===== src/rtl/core/nla_pkg.sv =====
`timescale 1ns / 1ps
// ----------------------------------------------------------------------------
// nla_pkg
// types and constants shared by the landmark associator modules
// ----------------------------------------------------------------------------
package nla_pkg;

    localparam int ID_W    = 16;
    localparam int COORD_W = 24;
    localparam int MAG_W   = COORD_W;
    localparam int SQ_W    = 2 * MAG_W;
    localparam int DIST_W  = SQ_W + 1;

    // pipeline depth of the distance unit after the tap
    localparam int DRAIN_CYCLES = 3;
    localparam int DRAIN_W      = 2;

    typedef logic [ID_W-1:0]           id_t;
    typedef logic signed [COORD_W-1:0] coord_t;
    typedef logic [1:0]                cmd_t;

    localparam cmd_t CMD_CLEAR = 2'd0;
    localparam cmd_t CMD_LOAD  = 2'd1;
    localparam cmd_t CMD_QUERY = 2'd2;

    typedef struct packed {
        id_t    id;
        coord_t x;
        coord_t y;
    } entry_t;

    typedef struct packed {
        id_t  nearest_id;
        logic found;
        logic load_overflow;
    } result_t;

    typedef struct packed {
        id_t  best_id;
        logic have;
    } best_t;

endpackage


===== src/rtl/core/nla_dist.sv =====
`timescale 1ns / 1ps
// ----------------------------------------------------------------------------
// nla_dist
// pipelined squared distance unit with running minimum at the chain tap
// ----------------------------------------------------------------------------
module nla_dist (
    input  logic            clk,
    input  logic            rst_n,
    input  logic            start,
    input  logic            tap_valid,
    input  nla_pkg::entry_t tap,
    input  nla_pkg::coord_t qx,
    input  nla_pkg::coord_t qy,
    output nla_pkg::best_t  best
);
    import nla_pkg::*;

    logic [COORD_W:0] diff_x;
    logic [COORD_W:0] diff_y;
    logic [COORD_W:0] neg_x;
    logic [COORD_W:0] neg_y;
    logic [MAG_W-1:0] dx_next;
    logic [MAG_W-1:0] dy_next;

    logic [MAG_W-1:0]  dx_reg;
    logic [MAG_W-1:0]  dy_reg;
    id_t               id1_reg;
    logic              v1_reg;
    logic [SQ_W-1:0]   sqx_reg;
    logic [SQ_W-1:0]   sqy_reg;
    id_t               id2_reg;
    logic              v2_reg;
    logic [DIST_W-1:0] d_reg;
    id_t               id3_reg;
    logic              v3_reg;
    logic [DIST_W-1:0] best_d_reg;
    id_t               best_id_reg;
    logic              have_reg;

    // absolute coordinate differences, at most 2^24 - 1 so 24 bits hold them
    always_comb
    begin
        diff_x  = {qx[COORD_W-1], qx} - {tap.x[COORD_W-1], tap.x};
        diff_y  = {qy[COORD_W-1], qy} - {tap.y[COORD_W-1], tap.y};
        neg_x   = (COORD_W+1)'(~diff_x + 1'b1);
        neg_y   = (COORD_W+1)'(~diff_y + 1'b1);
        dx_next = diff_x[COORD_W] ? neg_x[MAG_W-1:0] : diff_x[MAG_W-1:0];
        dy_next = diff_y[COORD_W] ? neg_y[MAG_W-1:0] : diff_y[MAG_W-1:0];
    end

    // pipeline valid flags
    always_ff @(posedge clk or negedge rst_n)
    begin
        if (!rst_n)
        begin
            v1_reg <= 1'b0;
            v2_reg <= 1'b0;
            v3_reg <= 1'b0;
        end
        else
        begin
            v1_reg <= tap_valid;
            v2_reg <= v1_reg;
            v3_reg <= v2_reg;
        end
    end

    // difference, square and sum stages
    always_ff @(posedge clk)
    begin
        dx_reg  <= dx_next;
        dy_reg  <= dy_next;
        id1_reg <= tap.id;
        sqx_reg <= SQ_W'(dx_reg) * SQ_W'(dx_reg);
        sqy_reg <= SQ_W'(dy_reg) * SQ_W'(dy_reg);
        id2_reg <= id1_reg;
        d_reg   <= DIST_W'(sqx_reg) + DIST_W'(sqy_reg);
        id3_reg <= id2_reg;
    end

    // running minimum, strictly smaller replaces so the oldest wins a tie
    always_ff @(posedge clk or negedge rst_n)
    begin
        if (!rst_n)
        begin
            have_reg    <= 1'b0;
            best_id_reg <= '0;
            best_d_reg  <= '0;
        end
        else if (start)
        begin
            have_reg    <= 1'b0;
            best_id_reg <= '0;
        end
        else if (v3_reg && (!have_reg || (d_reg < best_d_reg)))
        begin
            have_reg    <= 1'b1;
            best_id_reg <= id3_reg;
            best_d_reg  <= d_reg;
        end
    end

    assign best.best_id = best_id_reg;
    assign best.have    = have_reg;

endmodule


===== config.mk =====
export PLATFORM = sky130hd
export DESIGN_NAME = nla_dist
export DESIGN_NICKNAME = d
export VERILOG_FILES = /design/src/rtl/core/nla_pkg.sv /design/src/rtl/core/nla_dist.sv
export SDC_FILE = /design/constraint.sdc
export NUM_CORES = 2
export LEC_CHECK = 0
export ABC_AREA = 0
export BUFFER_PORTS_ARGS = -buffer_cell sky130_fd_sc_hd__buf_2
export CORE_UTILIZATION = 45
export CTS_CLUSTER_DIAMETER = 60
export CTS_CLUSTER_SIZE = 10
export DETAILED_ROUTE_END_ITERATION = 10
export PLACE_DENSITY_LB_ADDON = 0.12
export SETUP_SLACK_MARGIN = 0.02
export SYNTH_ARGS = -nofsm -noshare
export SYNTH_HDL_FRONTEND = slang
export SYNTH_SLANG_ARGS = --single-unit

===== constraint.sdc =====
create_clock -name clk -period 15.2 [get_ports clk]
set_input_delay 1.52 -clock clk [delete_from_list [all_inputs] [get_ports clk]]
set_output_delay 1.52 -clock clk [all_outputs]
set_load 0.005 [all_outputs]

==> impl_results.html <==
<table>
<tr><th>Metric</th><th>Value</th></tr>
<tr><th colspan="2">Finish</th></tr>
<tr><td>Layout Utilization</td><td>48.8%</td></tr>
<tr><td>Post-layout net count</td><td>6700</td></tr>
<tr><td>Signed area change from the synthesized netlist to the final layout</td><td>7.49%</td></tr>
<tr><td>Combined area of the multi-input logic cells</td><td>35100 sq um</td></tr>
<tr><td>Sequential standard cell area</td><td>6510 sq um</td></tr>
<tr><td>Finished Layout Cells</td><td>6654</td></tr>
<tr><td>Share of cells above drive strength 1</td><td>4.99%</td></tr>
<tr><td>Number of filler cells placed in the layout</td><td>10200</td></tr>
<tr><th colspan="2">Worst setup path</th></tr>
<tr><td>Endpoint type of the worst setup path</td><td>flip-flop</td></tr>
<tr><td>Critical path start-end classification</td><td>flip-flop to flip-flop</td></tr>
<tr><td>Max incr delay on CP</td><td>970 ps</td></tr>
<tr><td>Endpoint of the most critical register-to-register path</td><td>sqx_reg[45]</td></tr>
<tr><td>Crit start category</td><td>flip-flop</td></tr>
<tr><td>Library cell contributing the largest single delay on the critical path</td><td>sky130_fd_sc_hd__dfxtp_1</td></tr>
<tr><td>Crit path max fanout</td><td>24</td></tr>
<tr><td>Launch instance of the worst register-to-register path</td><td>dx_reg[2]</td></tr>
<tr><td>CP Data Arrival Time</td><td>8820 ps</td></tr>
<tr><td>Worst path required time</td><td>15730 ps</td></tr>
<tr><td>Length in cells of the worst reg-to-reg path</td><td>25</td></tr>
<tr><td>Register-to-register setup slack</td><td>6910 ps</td></tr>
<tr><th colspan="2">Synthesis</th></tr>
<tr><td>Number of nets in the synthesized netlist</td><td>6627</td></tr>
<tr><td>Library cell occupying the most area in the post-synthesis netlist</td><td>sky130_fd_sc_hd__fa_1</td></tr>
<tr><td>Fraction of synthesized cell area taken by the top area cell type</td><td>35.9%</td></tr>
<tr><td>Number of enable-type register cells in the synthesized netlist</td><td>0</td></tr>
<tr><td>Synth cell count leaders</td><td>sky130_fd_sc_hd__inv_1, sky130_fd_sc_hd__fa_1, sky130_fd_sc_hd__nand2_1, sky130_fd_sc_hd__ha_1, sky130_fd_sc_hd__dfxtp_1</td></tr>
<tr><td>Synth unique cells</td><td>80</td></tr>
<tr><td>Warnings, synthesis</td><td>0</td></tr>
<tr><td>Fraction of the yosys area taken by sequential cells</td><td>13.8%</td></tr>
<tr><td>Number of instances in the synthesized netlist</td><td>5163</td></tr>
<tr><td>Most repeated cell in the gate-level netlist after synthesis</td><td>sky130_fd_sc_hd__inv_1</td></tr>
<tr><td>Leading cell types by total area after synthesis</td><td>sky130_fd_sc_hd__fa_1, sky130_fd_sc_hd__ha_1, sky130_fd_sc_hd__inv_1</td></tr>
<tr><td>Average size of a mapped cell</td><td>9.12 sq um</td></tr>
<tr><td>Top flip-flop cell by instance count after synthesis</td><td>sky130_fd_sc_hd__dfxtp_1</td></tr>
<tr><td>Number of flip-flops and latches in the synthesized netlist</td><td>308</td></tr>
<tr><td>Fraction of registers with async set or reset after synthesis</td><td>22.4%</td></tr>
<tr><td>Post-synthesis instance area</td><td>47100 sq um</td></tr>
<tr><th colspan="2">Global route</th></tr>
<tr><td>Global-route usage over all layers</td><td>20.7%</td></tr>
<tr><td>Maximum number of pins on one net before global-route repair</td><td>70</td></tr>
<tr><td>Vias in the first global route</td><td>34900</td></tr>
<tr><td>Antenna violations before repair</td><td>1</td></tr>
<tr><td>Remaining global-route overflow</td><td>0</td></tr>
<tr><td>Global-route wire length before repair</td><td>178000 microns</td></tr>
<tr><th colspan="2">Job</th></tr>
<tr><td>Maximum Capacitance Violations</td><td>0</td></tr>
<tr><th colspan="2">Place</th></tr>
<tr><td>Global placer's final weighted congestion</td><td>0.852</td></tr>
<tr><td>Post-Place Cells</td><td>6570</td></tr>
<tr><td>HPWL Detailed</td><td>84600 microns</td></tr>
<tr><td>Number of I/O port buffers</td><td>132</td></tr>
<tr><th colspan="2">Die</th></tr>
<tr><td>Chip Width</td><td>325 microns</td></tr>
<tr><td>Initial Utilization</td><td>45.4%</td></tr>
<tr><td>Y dimension of the die</td><td>325 microns</td></tr>
<tr><td>Die area</td><td>106000 sq um</td></tr>
<tr><td>Total I/O pin count</td><td>133</td></tr>
<tr><td>Core Footprint</td><td>104000 sq um</td></tr>
<tr><td>Std-Cell Rows</td><td>118</td></tr>
<tr><th colspan="2">Clock tree</th></tr>
<tr><td>CTS Hold Buffers Added</td><td>0</td></tr>
<tr><td>Number of sinks handled by clock tree synthesis</td><td>308</td></tr>
<tr><td>Gates resized, CTS repair</td><td>0</td></tr>
<tr><td>Clock-pin transition on the worst setup and hold timing paths</td><td>50 ps</td></tr>
<tr><td>Cell at the root of the clock tree</td><td>sky130_fd_sc_hd__clkbuf_16</td></tr>
<tr><td>Number of buffers inserted during clock tree synthesis</td><td>44</td></tr>
<tr><td>Number of H-tree levels</td><td>2</td></tr>
<tr><td>Post CTS Setup Buffer Count</td><td>0</td></tr>
<tr><td>Insertion delay to the later sink of the worst-skew pair</td><td>600 ps</td></tr>
<tr><td>Buffer depth of the longest clock path</td><td>3</td></tr>
<tr><td>TritonCTS clock tree</td><td>yes</td></tr>
<tr><th colspan="2">Worst hold path</th></tr>
<tr><td>Hold Path End</td><td>id3_reg[3]</td></tr>
<tr><td>Cell depth of the worst hold path</td><td>0</td></tr>
<tr><td>Startpoint of the lowest-slack hold path</td><td>id2_reg[3]</td></tr>
<tr><td>Class of the tightest hold or removal check</td><td>flip-flop to flip-flop</td></tr>
<tr><th colspan="2">Timing</th></tr>
<tr><td>Count of endpoints failing setup in the final report</td><td>0</td></tr>
<tr><td>Highest achievable clock rate</td><td>121 MHz</td></tr>
<tr><td>Least-Margin Pin Slew</td><td>1180 ps</td></tr>
<tr><td>Post-route clock period utilization</td><td>54.6%</td></tr>
<tr><td>Worst hold margin</td><td>324 ps</td></tr>
<tr><td>Number of hold-slack violations in the final timing report</td><td>0</td></tr>
<tr><td>Fin crit period</td><td>8290 ps</td></tr>
<tr><td>Total count of max-transition violations in the final report</td><td>0</td></tr>
<tr><td>Setup repair after global routing missed its margin</td><td>false</td></tr>
<tr><td>Max-slew headroom at the worst pin</td><td>21.4%</td></tr>
<tr><td>Worst Clk Skew</td><td>28.0 ps</td></tr>
<tr><td>Setup tns final</td><td>0 ps</td></tr>
<tr><th colspan="2">Route</th></tr>
<tr><td># DRC</td><td>0</td></tr>
<tr><td>Detailed router's first-iteration violation count</td><td>1510</td></tr>
<tr><td>Routed wire length per instance</td><td>15.6 microns</td></tr>
<tr><td>Total iterations of the first detailed-routing run</td><td>5</td></tr>
<tr><td>Vias per std cell</td><td>4.95</td></tr>
<tr><td>Vias</td><td>32900</td></tr>
<tr><td>Post-DRT Antenna Nets</td><td>0</td></tr>
<tr><td>Final WL</td><td>104000 microns</td></tr>
<tr><th colspan="2">Run status</th></tr>
<tr><td>Status</td><td>finished, final reports clean</td></tr>
</table>
metal layers:
| layer | wire length [microns] | vias to the layer above | track usage, % |
|---|---|---|---|
| li1 | - | 15900 | - |
| met1 | 47800 | 16500 | 28.7 |
| met2 | 51000 | 476 | 35.5 |
| met3 | 3680 | 82 | 2.20 |
| met4 | 1360 | 0 | 3.27 |
| met5 | 0 | - | 0 |
per-stage QoR:
step / instance area, sq um / setup slack (ps)
after floorplan: 47100 / 8110
after global placement: 49200 / 7120
after detailed placement: 49200 / 7000
after CTS: 50600 / 6980
after global routing: 50600 / 6540
final: 50600 / 6910
cells in the final DEF, fill, tap and decap left out, types with 132 or more instances in the layout:
cell type / n
sky130_fd_sc_hd__inv_1: 1307
sky130_fd_sc_hd__fa_1: 845
sky130_fd_sc_hd__nand2_1: 508
sky130_fd_sc_hd__ha_1: 503
sky130_fd_sc_hd__dfxtp_1: 239
sky130_fd_sc_hd__and2_1: 232
sky130_fd_sc_hd__a21oi_1: 184
sky130_fd_sc_hd__nor2_1: 173
sky130_fd_sc_hd__xnor2_1: 148
sky130_fd_sc_hd__a21o_1: 143
sky130_fd_sc_hd__o21ai_0: 142
sky130_fd_sc_hd__buf_2: 132
cell families after synthesis:
family | Yosys count | share of synthesized area [%]
compound gates | 654 | 8.92
xor+xnor | 223 | 4.15
fa+ha+maj | 1348 | 49.3
buf+inv | 1456 | 11.7
flops | 308 | 13.8
mux | 22 | 0.473
simple gates | 1152 | 11.6
critical path: cells and delay by family, from the launching register on:
kind	cells	cell delay, ps
adder cells (fa/ha/maj)	8	4010
AND/OR/NAND/NOR	4	950
buffers and inverters	7	370
flip-flops	1	970
AO/OA/AOI/OAI	6	1920
worst max-delay path by stage:
stage,start,end,slack [ps],depth (start not counted)
2_1_floorplan,dy_reg[17],sqy_reg[46],8110,26
3_3_place_gp,dx_reg[2],sqx_reg[45],7120,25
3_5_place_dp,dx_reg[2],sqx_reg[45],7000,25
4_1_cts,dx_reg[2],sqx_reg[45],6980,25
5_1_grt,dy_reg[2],sqy_reg[47],6540,26
6_report,dx_reg[2],sqx_reg[45],6910,25
cell type report:
cell class	instances	share of cell area, %
clock buffer	67	2.43
multi-input combinational	3399	69.3
tap	1380	3.41
sequential	308	12.9
timing repair buffer	175	1.94
inverter	1308	9.70
clock inverter	14	0.304
antenna	3	0.0148
Power is not shown: default switching activity piles up to over one toggle a cycle in this logic, so the estimate is an artifact.
