`src/rtl/core/nla_pkg.sv`:
```
`timescale 1ns / 1ps
// ----------------------------------------------------------------------------
// nla_pkg
// types and constants shared by the landmark associator modules
// ----------------------------------------------------------------------------
package nla_pkg;

    localparam int ID_W    = 16;
    localparam int COORD_W = 24;
    localparam int MAG_W   = COORD_W;
    localparam int SQ_W    = 2 * MAG_W;
    localparam int DIST_W  = SQ_W + 1;

    // pipeline depth of the distance unit after the tap
    localparam int DRAIN_CYCLES = 3;
    localparam int DRAIN_W      = 2;

    typedef logic [ID_W-1:0]           id_t;
    typedef logic signed [COORD_W-1:0] coord_t;
    typedef logic [1:0]                cmd_t;

    localparam cmd_t CMD_CLEAR = 2'd0;
    localparam cmd_t CMD_LOAD  = 2'd1;
    localparam cmd_t CMD_QUERY = 2'd2;

    typedef struct packed {
        id_t    id;
        coord_t x;
        coord_t y;
    } entry_t;

    typedef struct packed {
        id_t  nearest_id;
        logic found;
        logic load_overflow;
    } result_t;

    typedef struct packed {
        id_t  best_id;
        logic have;
    } best_t;

endpackage

```
`src/rtl/core/nla_cell.sv`:
```
`timescale 1ns / 1ps
// ----------------------------------------------------------------------------
// nla_cell
// one landmark slot of the chain, passes its entry to the next slot on shift
// ----------------------------------------------------------------------------
module nla_cell (
    input  logic            clk,
    input  logic            shift_en,
    input  nla_pkg::entry_t d,
    output nla_pkg::entry_t q
);
    import nla_pkg::*;

    entry_t entry_reg;

    // slot storage, loaded on shift from the previous slot or, at the head, from the head input
    always_ff @(posedge clk)
    begin
        if (shift_en)
        begin
            entry_reg <= d;
        end
    end

    assign q = entry_reg;

endmodule

```
`config.mk`:
```
export PLATFORM = sky130hd
export DESIGN_NAME = nla_cell
export DESIGN_NICKNAME = d
export VERILOG_FILES = /design/src/rtl/core/nla_pkg.sv /design/src/rtl/core/nla_cell.sv
export SDC_FILE = /design/constraint.sdc
export NUM_CORES = 1
export LEC_CHECK = 0
export ABC_CLOCK_PERIOD_IN_PS = 800
export BUFFER_PORTS_ARGS = -buffer_cell sky130_fd_sc_hd__buf_4
export CORE_MARGIN = 2
export CORE_UTILIZATION = 40
export CTS_CLUSTER_DIAMETER = 120
export CTS_CLUSTER_SIZE = 14
export DETAILED_ROUTE_END_ITERATION = 7
export PLACE_DENSITY = 0.74
export REMOVE_ABC_BUFFERS = 1
export SLEW_MARGIN = 20
export SYNTH_ARGS = -nofsm -noshare
export SYNTH_HDL_FRONTEND = slang
export SYNTH_SLANG_ARGS = --single-unit
```
`constraint.sdc`:
```
create_clock -name clk -period 0.8 [get_ports clk]
set_input_delay 0.24 -clock clk [delete_from_list [all_inputs] [get_ports clk]]
set_output_delay 0.24 -clock clk [all_outputs]
set_load 0.01 [all_outputs]
```
==> out/results.ini, run 1 <==
[logic_synthesis]
syn_area_per_cell_um2 = 30.03
yosys-top-cells-area = sky130_fd_sc_hd__edfxtp_1 (100%)
synth.cell_area_um2 = 1922
synth-seq-area-share_pct = 100.0
synth_area_leader_cell = sky130_fd_sc_hd__edfxtp_1
synth_warnings = 0
yosysTopAreaCellShare_pct = 100.0
synthCells = 64
register_bit_total_from_synthesis = 64
synth_cell_types = 1

[cells_and_area]
layout.cells.most_common_list = sky130_fd_sc_hd__buf_4 (68), sky130_fd_sc_hd__edfxtp_1 (64), sky130_fd_sc_hd__buf_6 (61)
multi_input_comb_area_um2 = 0
most_common_cell_after_layout_fill_and_taps_aside = sky130_fd_sc_hd__buf_4
fin_util_pct = 72.51
largest_register_ff_count = 64
nNetsFinal = 273
syn2layout_area_growth_pct = 77.02
diodes = 0
layout-drive-gt1-share_pct = 68.40
multi_input_gates = 0
layoutNonFillerInstCount = 266

[worst_setup_path]
critical_path.n_buffers_inverters = 1
critPathRequiredTime_ns = 0.56
setup.worst_path.start = q[27]
setup.worst_path.start_class = flip-flop
slowest_stage = sky130_fd_sc_hd__edfxtp_1
cp_cell_sequence = buf_6
cpPeakStageDelay_ns = 0.41
worst-setup-path-type = flip-flop to primary output
worst-endpoint-arrival_ns = 0.87
crit_path_end_kind = primary output
cp_top_family = flip-flops
crit_path_max_fanout = 1

[routing]
detailroute.via_count = 1189
post_drt_wl_per_cell_um = 15.18
remaining_drc_errors = 0
drt_iter0_drc = 68
vias_per_cell = 4.470
post_detailed_route_count_of_antenna_violating_nets = 0
detailed_routing_iteration_count_for_the_pre_antenna_repair_pass = 4
drt_wl_total_um = 4037

[global_route]
grt_first_pass_wirelength_um = 5747
grt_antenna_before_repair = 0
global_route_total_overflow = 0
number_of_global_route_vias_before_repair = 1211
gr_usage_total_pct = 15.50
grt_max_degree = 27

[hold_path]
min_delay_path_depth = 1
timing.hold.worst.start = d[11]
whs_endpoint = q[11]
worstHoldPathType = input pin to flip-flop

[timing]
worst_pin_slew_ns = 0.1412
hold_violations = 0
min_period_ns = 1.105
totalNegativeSetupSlack_ns = -17.54
setup_viol = 64
max-slew-margin-rel_pct = 90.59
fin_ws_ns = -0.3053
timing_max_transition_violations_final = 0
setup_repair_after_global_routing_missed_its_margin = yes
max_clock_freq_mhz = 904.7
period_share_pct = 138.2

[die]
die_area_um2 = 5375
std_cell_rows = 25
top_level_ports = 130
coreArea_um2 = 4692
initial_core_util_pct = 40.96
die_height_um = 73.32
dieWidth_um = 73.32

[clock_tree]
clk_transition_reported_paths_ns = 0.07
hold_buffers = 0
htreeDepth = 3
post_cts_resize_count = 34
root_driver = sky130_fd_sc_hd__clkbuf_8
number_of_setup_buffers_added_after_cts = 0
cts.path.max_buffers = 2
cts_tree = built
clock-sinks = 64
cts-buffers-inserted = 9

[power]
irDropWorstVdd_mv = 1.461
share_seq_of_total_power_pct = 56.5
power.share.clock_pct = 29.7
internal_power_component_mw = 5.747
switching_power_mw = 1.529
netSwitchingFraction_pct = 21.02
share_comb_of_total_power_pct = 13.8
pwr_density_cell_nw_per_um2 = 2139
p_leak_nw = 1.435

[placed_design]
dp_cells = 250
place.gp.congestion = 0.6734
dp_hpwl_um = 3012
placement.io_buffers = 129

[outcome]
violations = negative setup slack
run_status = complete, but fails checks

[run]
max_cap_violations = 0

==> cell type report <==
cell class | instances | area [um^2]
well taps | 54 | 67.56
clock buffers | 11 | 131.4
repair buffers | 132 | 1257
clock inverters | 5 | 23.77
fillers | 286 | 1290
flip-flops and latches | 64 | 1922
==> power groups by stage <==
| stage | logic, mW | registers [mW] | clock network, mW |
|---|---|---|---|
| finish | 1.00 | 4.11 | 2.16 |
| floorplan | 0 | 4.27 | 0 |
| detailed placement | 0.872 | 4.13 | 0 |
| global placement | 0.855 | 4.12 | 0 |
| CTS | 0.951 | 4.09 | 2.26 |
| global route | 1.06 | 4.13 | 2.41 |
==> kinds of logic after synthesis <==
logic type,after synthesis,share of synthesized area [%]
flops,64,100.0
==> synthesized netlist by cell type <==
master                      n
sky130_fd_sc_hd__edfxtp_1  64
==> layer usage <==
layer / vias to the layer above / GRT usage (%) / routed length (um)
li1: 548 / - / -
met1: 544 / 17.19 / 1453
met2: 92 / 22.72 / 1933
met3: 5 / 9.191 / 597
met4: 0 / 9.697 / 53
met5: - / 0 / 0
==> per-stage QoR <==
| stage | total power [mW] | hold slack, ns | cell area, um^2 | worst slack, ns |
|---|---|---|---|---|
| 6_report | 7.276 | 0.09088 | 3402 | -0.3053 |
| 5_1_grt | 7.607 | 0.06385 | 3402 | -0.3503 |
| 4_1_cts | 7.301 | 0.07022 | 3301 | -0.3274 |
| 3_5_place_dp | 5.005 | 0.4192 | 3018 | -0.08172 |
| 3_3_place_gp | 4.980 | 0.4180 | 3018 | -0.06612 |
| 2_1_floorplan | 4.274 | 0.3389 | 1922 | 0.1662 |
==> worst max path at each step <==
stage | end | depth (start not counted)
final | q[27] | 1
after CTS | q[27] | 1
after global placement | q[11] | 2
after global routing | q[26] | 1
after detailed placement | q[20] | 2
after floorplan | q[0] | 0
No activity file was read; power rests on OpenSTA's default activity.
==> run 2: changes to the inputs <==
==> constraint.sdc (replaced) <==
create_clock -name clk -period 0.8 [get_ports clk]
set_input_delay 0.08 -clock clk [delete_from_list [all_inputs] [get_ports clk]]
set_output_delay 0.08 -clock clk [all_outputs]
set_load 0.01 [all_outputs]
==> run 2 against run 1 <==
Compared with the run above:
- the run still ends with negative setup slack left
- critical path type unchanged
- non-clock buffer count rose by 64
- sequential cell count did not move
- via count rose by 23%
- power rose by 4.9%
- clock-buffer cell count did not move
==> out/results.ini, run 2 (synthesized netlist as in run 1, its figures left out) <==
[routing]
post_detailed_route_count_of_antenna_violating_nets = 0
detailed_routing_iteration_count_for_the_pre_antenna_repair_pass = 4
drt_wl_total_um = 5751
m1WireLength_um = 2107
post_drt_wl_per_cell_um = 17.43
wl_met2_um = 2943
vias_per_cell = 4.433
remaining_drc_errors = 0
detailroute.via_count = 1463
maxUsedRoutingLayer = met4
met3RoutedLength_um = 628
drt_iter0_drc = 93

[timing]
timing_max_transition_violations_final = 0
hold_violations = 0
setup_viol = 64
min_period_ns = 0.9710
period_share_pct = 121.4
worst_pin_slew_ns = 0.1425
setup_repair_after_global_routing_missed_its_margin = yes
totalNegativeSetupSlack_ns = -8.165
max-slew-margin-rel_pct = 90.50
max_clock_freq_mhz = 1030
fin_ws_ns = -0.1710

[global_route]
global_route_total_overflow = 0
grt_max_degree = 27
number_of_global_route_vias_before_repair = 1625
grt_antenna_before_repair = 0
grt_first_pass_wirelength_um = 8307
gr_usage_total_pct = 21.94

[worst_setup_path]
worst-endpoint-arrival_ns = 0.89
crit_path_end_kind = primary output
setup.worst_path.start_class = flip-flop
crit_path_max_fanout = 1
cp_cell_sequence = buf_6
slowest_stage = sky130_fd_sc_hd__edfxtp_1
cpPeakStageDelay_ns = 0.42
critical_path.n_buffers_inverters = 1
worst-setup-path-type = flip-flop to primary output
critPathRequiredTime_ns = 0.72
cp_top_family = flip-flops

[placed_design]
dp_slack_ns = 0.07828
dpl-instance-area_um2 = 3018
place.gp.congestion = 0.6734
placement.io_buffers = 129
dp_cells = 250
dp_hpwl_um = 3012

[clock_tree]
clock-sinks = 64
clk_transition_reported_paths_ns = 0.07
root_driver = sky130_fd_sc_hd__clkbuf_8
cts.path.max_buffers = 2
cts-buffers-inserted = 9
cts_tree = built
htreeDepth = 3

[power]
irDropWorstVdd_mv = 1.487
p_leak_nw = 1.701
total_power_mw = 7.634
pwr_density_cell_nw_per_um2 = 1890

[hold_path]
worstHoldPathType = input pin to flip-flop
min_delay_path_depth = 2
whs_endpoint = q[51]
timing.hold.worst.start = shift_en

[run]
max_cap_violations = 0

[cells_and_area]
layout.cells.most_common_list = sky130_fd_sc_hd__buf_4 (69), sky130_fd_sc_hd__dlygate4sd3_1 (64), sky130_fd_sc_hd__edfxtp_1 (64)
multi_input_comb_area_um2 = 0
diodes = 0
largest_register_ff_count = 64
layoutNonFillerInstCount = 330
multi_input_gates = 0
syn2layout_area_growth_pct = 110.2
most_common_cell_after_layout_fill_and_taps_aside = sky130_fd_sc_hd__buf_4
final_cell_area_um2 = 4039
layout-drive-gt1-share_pct = 52.54
fill_cells = 209
nNetsFinal = 337

[outcome]
violations = negative setup slack
run_status = complete, but fails checks

[die]
initial_core_util_pct = 40.96
std_cell_rows = 25
die_height_um = 73.32
coreArea_um2 = 4692
top_level_ports = 130
dieWidth_um = 73.32
die_area_um2 = 5375

==> run 2: report_power, final <==
group / switching (mW) / leakage (nW) / total [mW] / internal, mW
logic: 0.423 / 0.990 / 1.29 / 0.864
clock network: 1.13 / 0.0843 / 2.22 / 1.09
registers: 0.131 / 0.626 / 4.12 / 3.99
==> run 2: repair_timing <==
item,4_1_cts,5_1_grt
gates cloned,0,0
hold buffers,64,0
endpoints found under the hold margin,64,0
endpoints found under the setup margin,64,64
gates resized for setup,34,26
buffers inserted,0,0
==> run 2: how the worst max path moves through the flow <==
stage	from	end	slack [ns]	cells after the start
3_3_place_gp	shift_en	q[11]	0.09	2
2_1_floorplan	q[0]	q[0]	0.33	0
4_1_cts	q[27]	q[27]	-0.17	1
6_report	q[13]	q[13]	-0.17	1
5_1_grt	q[13]	q[13]	-0.21	1
3_5_place_dp	shift_en	q[20]	0.08	2
==> run 2: area by class of cell <==
type | count | area, um^2 | area share (%)
sequential | 64 | 1922 | 47.58
timing repair buffer | 196 | 1894 | 46.90
clock buffer | 11 | 131.4 | 3.253
tap | 54 | 67.56 | 1.673
clock inverter | 5 | 23.77 | 0.5886
==> run 2: routing by layer <==
metal	GRT usage (%)	vias up
met2	36.54	94
met3	9.739	6
met4	10.30	0
met1	24.08	688
li1	-	675
met5	0	-
==> run 2: stage by stage <==
stage | util [%] | hold slack [ns]
finish | 86.08 | 0.1763
global route | 86.08 | 0.1694
CTS | 84.00 | 0.1661
detailed placement | 64.32 | 0.2592
global placement | 64.32 | 0.2580
floorplan | - | 0.1789
==> run 3: changes to the inputs <==
- ABC_CLOCK_PERIOD_IN_PS: 800 -> 1000
- SETUP_SLACK_MARGIN: not set -> 0.2
- clock period: 0.8 -> 1 ns (I/O delays scaled with it)
==> run 3 against run 2 <==
Compared with the run above:
- clock-buffer cell count stayed put
- sequential power down 20%
- highest routed layer unchanged
- the run now ends clean
- combinational power shrank 20%
==> out/results.ini, run 3 (synthesized netlist as in run 1, its figures left out) <==
[cells_and_area]
diodes = 0
layout-drive-gt1-share_pct = 52.00
nNetsFinal = 336
layoutNonFillerInstCount = 329
largest_register_ff_count = 64
multi_input_comb_area_um2 = 0
most_common_cell_after_layout_fill_and_taps_aside = sky130_fd_sc_hd__buf_4
fill_cells = 214
fin_util_pct = 86.48
layout.cells.most_common_list = sky130_fd_sc_hd__buf_4 (65), sky130_fd_sc_hd__dlygate4sd3_1 (64), sky130_fd_sc_hd__buf_6 (64), sky130_fd_sc_hd__edfxtp_1 (64), sky130_fd_sc_hd__clkbuf_8 (9)
multi_input_gates = 0
syn2layout_area_growth_pct = 111.1

[worst_setup_path]
worst-setup-path-type = flip-flop to primary output
setup.worst_path.start_class = flip-flop
cp_top_family = flip-flops
cpPeakStageDelay_ns = 0.43
slowest_stage = sky130_fd_sc_hd__edfxtp_1
setup.worst_path.start = q[57]
crit_path_end_kind = primary output
worst-endpoint-arrival_ns = 0.90
cp_cell_sequence = buf_6
crit_path_max_fanout = 1
critPathRequiredTime_ns = 0.90
critical_path.n_buffers_inverters = 1

[timing]
timing_max_transition_violations_final = 0
totalNegativeSetupSlack_ns = 0
setup_viol = 0
setup_repair_after_global_routing_missed_its_margin = yes
hold_violations = 0
period_share_pct = 99.72
max-slew-margin-rel_pct = 86.47
max_clock_freq_mhz = 1003
worst_pin_slew_ns = 0.2029
min_period_ns = 0.9972

[power]
pwr_density_cell_nw_per_um2 = 1573
irDropWorstVdd_mv = 1.129
p_leak_nw = 1.704

[die]
std_cell_rows = 25
die_area_um2 = 5375
coreArea_um2 = 4692
die_height_um = 73.32
top_level_ports = 130
dieWidth_um = 73.32
initial_core_util_pct = 40.96

[placed_design]
placement.io_buffers = 129
dp_cells = 249
place.gp.congestion = 0.6836

[routing]
drt_iter0_drc = 94
wl_met2_um = 3021
met3RoutedLength_um = 597
detailed_routing_iteration_count_for_the_pre_antenna_repair_pass = 4
post_drt_wl_per_cell_um = 17.78
drt_wl_total_um = 5849
post_detailed_route_count_of_antenna_violating_nets = 0
m1WireLength_um = 2128
maxUsedRoutingLayer = met4
vias_per_cell = 4.480
detailroute.via_count = 1474
remaining_drc_errors = 0

[global_route]
grt_antenna_before_repair = 0
global_route_total_overflow = 0
grt_max_degree = 39
grt_first_pass_wirelength_um = 8507
number_of_global_route_vias_before_repair = 1630
gr_usage_total_pct = 23.16

[outcome]
run_status = completed

[clock_tree]
number_of_setup_buffers_added_after_cts = 0
clk_transition_reported_paths_ns = 0.07
cts-buffers-inserted = 9
htreeDepth = 3
root_driver = sky130_fd_sc_hd__clkbuf_8
cts_tree = built
cts.path.max_buffers = 2
clock-sinks = 64

[hold_path]
worstHoldPathType = input pin to flip-flop
timing.hold.worst.start = shift_en

[run]
max_cap_violations = 0

## run 3: final cells by class
| cell class | instances | area (um^2) | area share [%] |
|---|---|---|---|
| clock inverter | 5 | 47.55 | 1.172 |
| clock buffer | 11 | 131.4 | 3.238 |
| tap | 54 | 67.56 | 1.665 |
| sequential | 64 | 1922 | 47.36 |
| timing repair buffer | 195 | 1889 | 46.56 |
## run 3: report_power, final
part / internal, mW / leakage [nW] / switching (mW) / total [mW]
sequential: 3.20 / 0.626 / 0.110 / 3.31
clock: 1.13 / 0.0922 / 0.922 / 2.05
combinational: 0.691 / 0.986 / 0.335 / 1.03
## run 3: metal layers
layer	vias up	global-route usage [%]
met5	-	0
met4	0	10.30
met3	11	9.877
met2	100	40.64
met1	692	23.98
li1	671	-
## run 3: worst paths after layout
check    end  slack [ns]  cells after the start
max    q[57]       0.003                      1
min    q[31]        0.22                      2
## run 3: timing repair
item / 4_1_cts / 5_1_grt
cloned: 0 / 0
setup endpoints to repair: 64 / 64
gates resized for setup: 64 / 0
hold endpoints to repair: 64 / 0
hold buffers: 64 / 0
## run 3: through the flow
step | power, mW | hold WS [ns] | instance area [um^2] | setup slack, ns
floorplan | 3.419 | 0.1989 | 1922 | 0.5062
global placement | 3.970 | 0.2780 | 2998 | 0.2463
detailed placement | 3.991 | 0.2794 | 2998 | 0.2291
CTS | 6.369 | 0.2121 | 4058 | -0.0009055
global route | 6.619 | 0.2167 | 4058 | -0.04211
finish | 6.382 | 0.2214 | 4058 | 0.002767
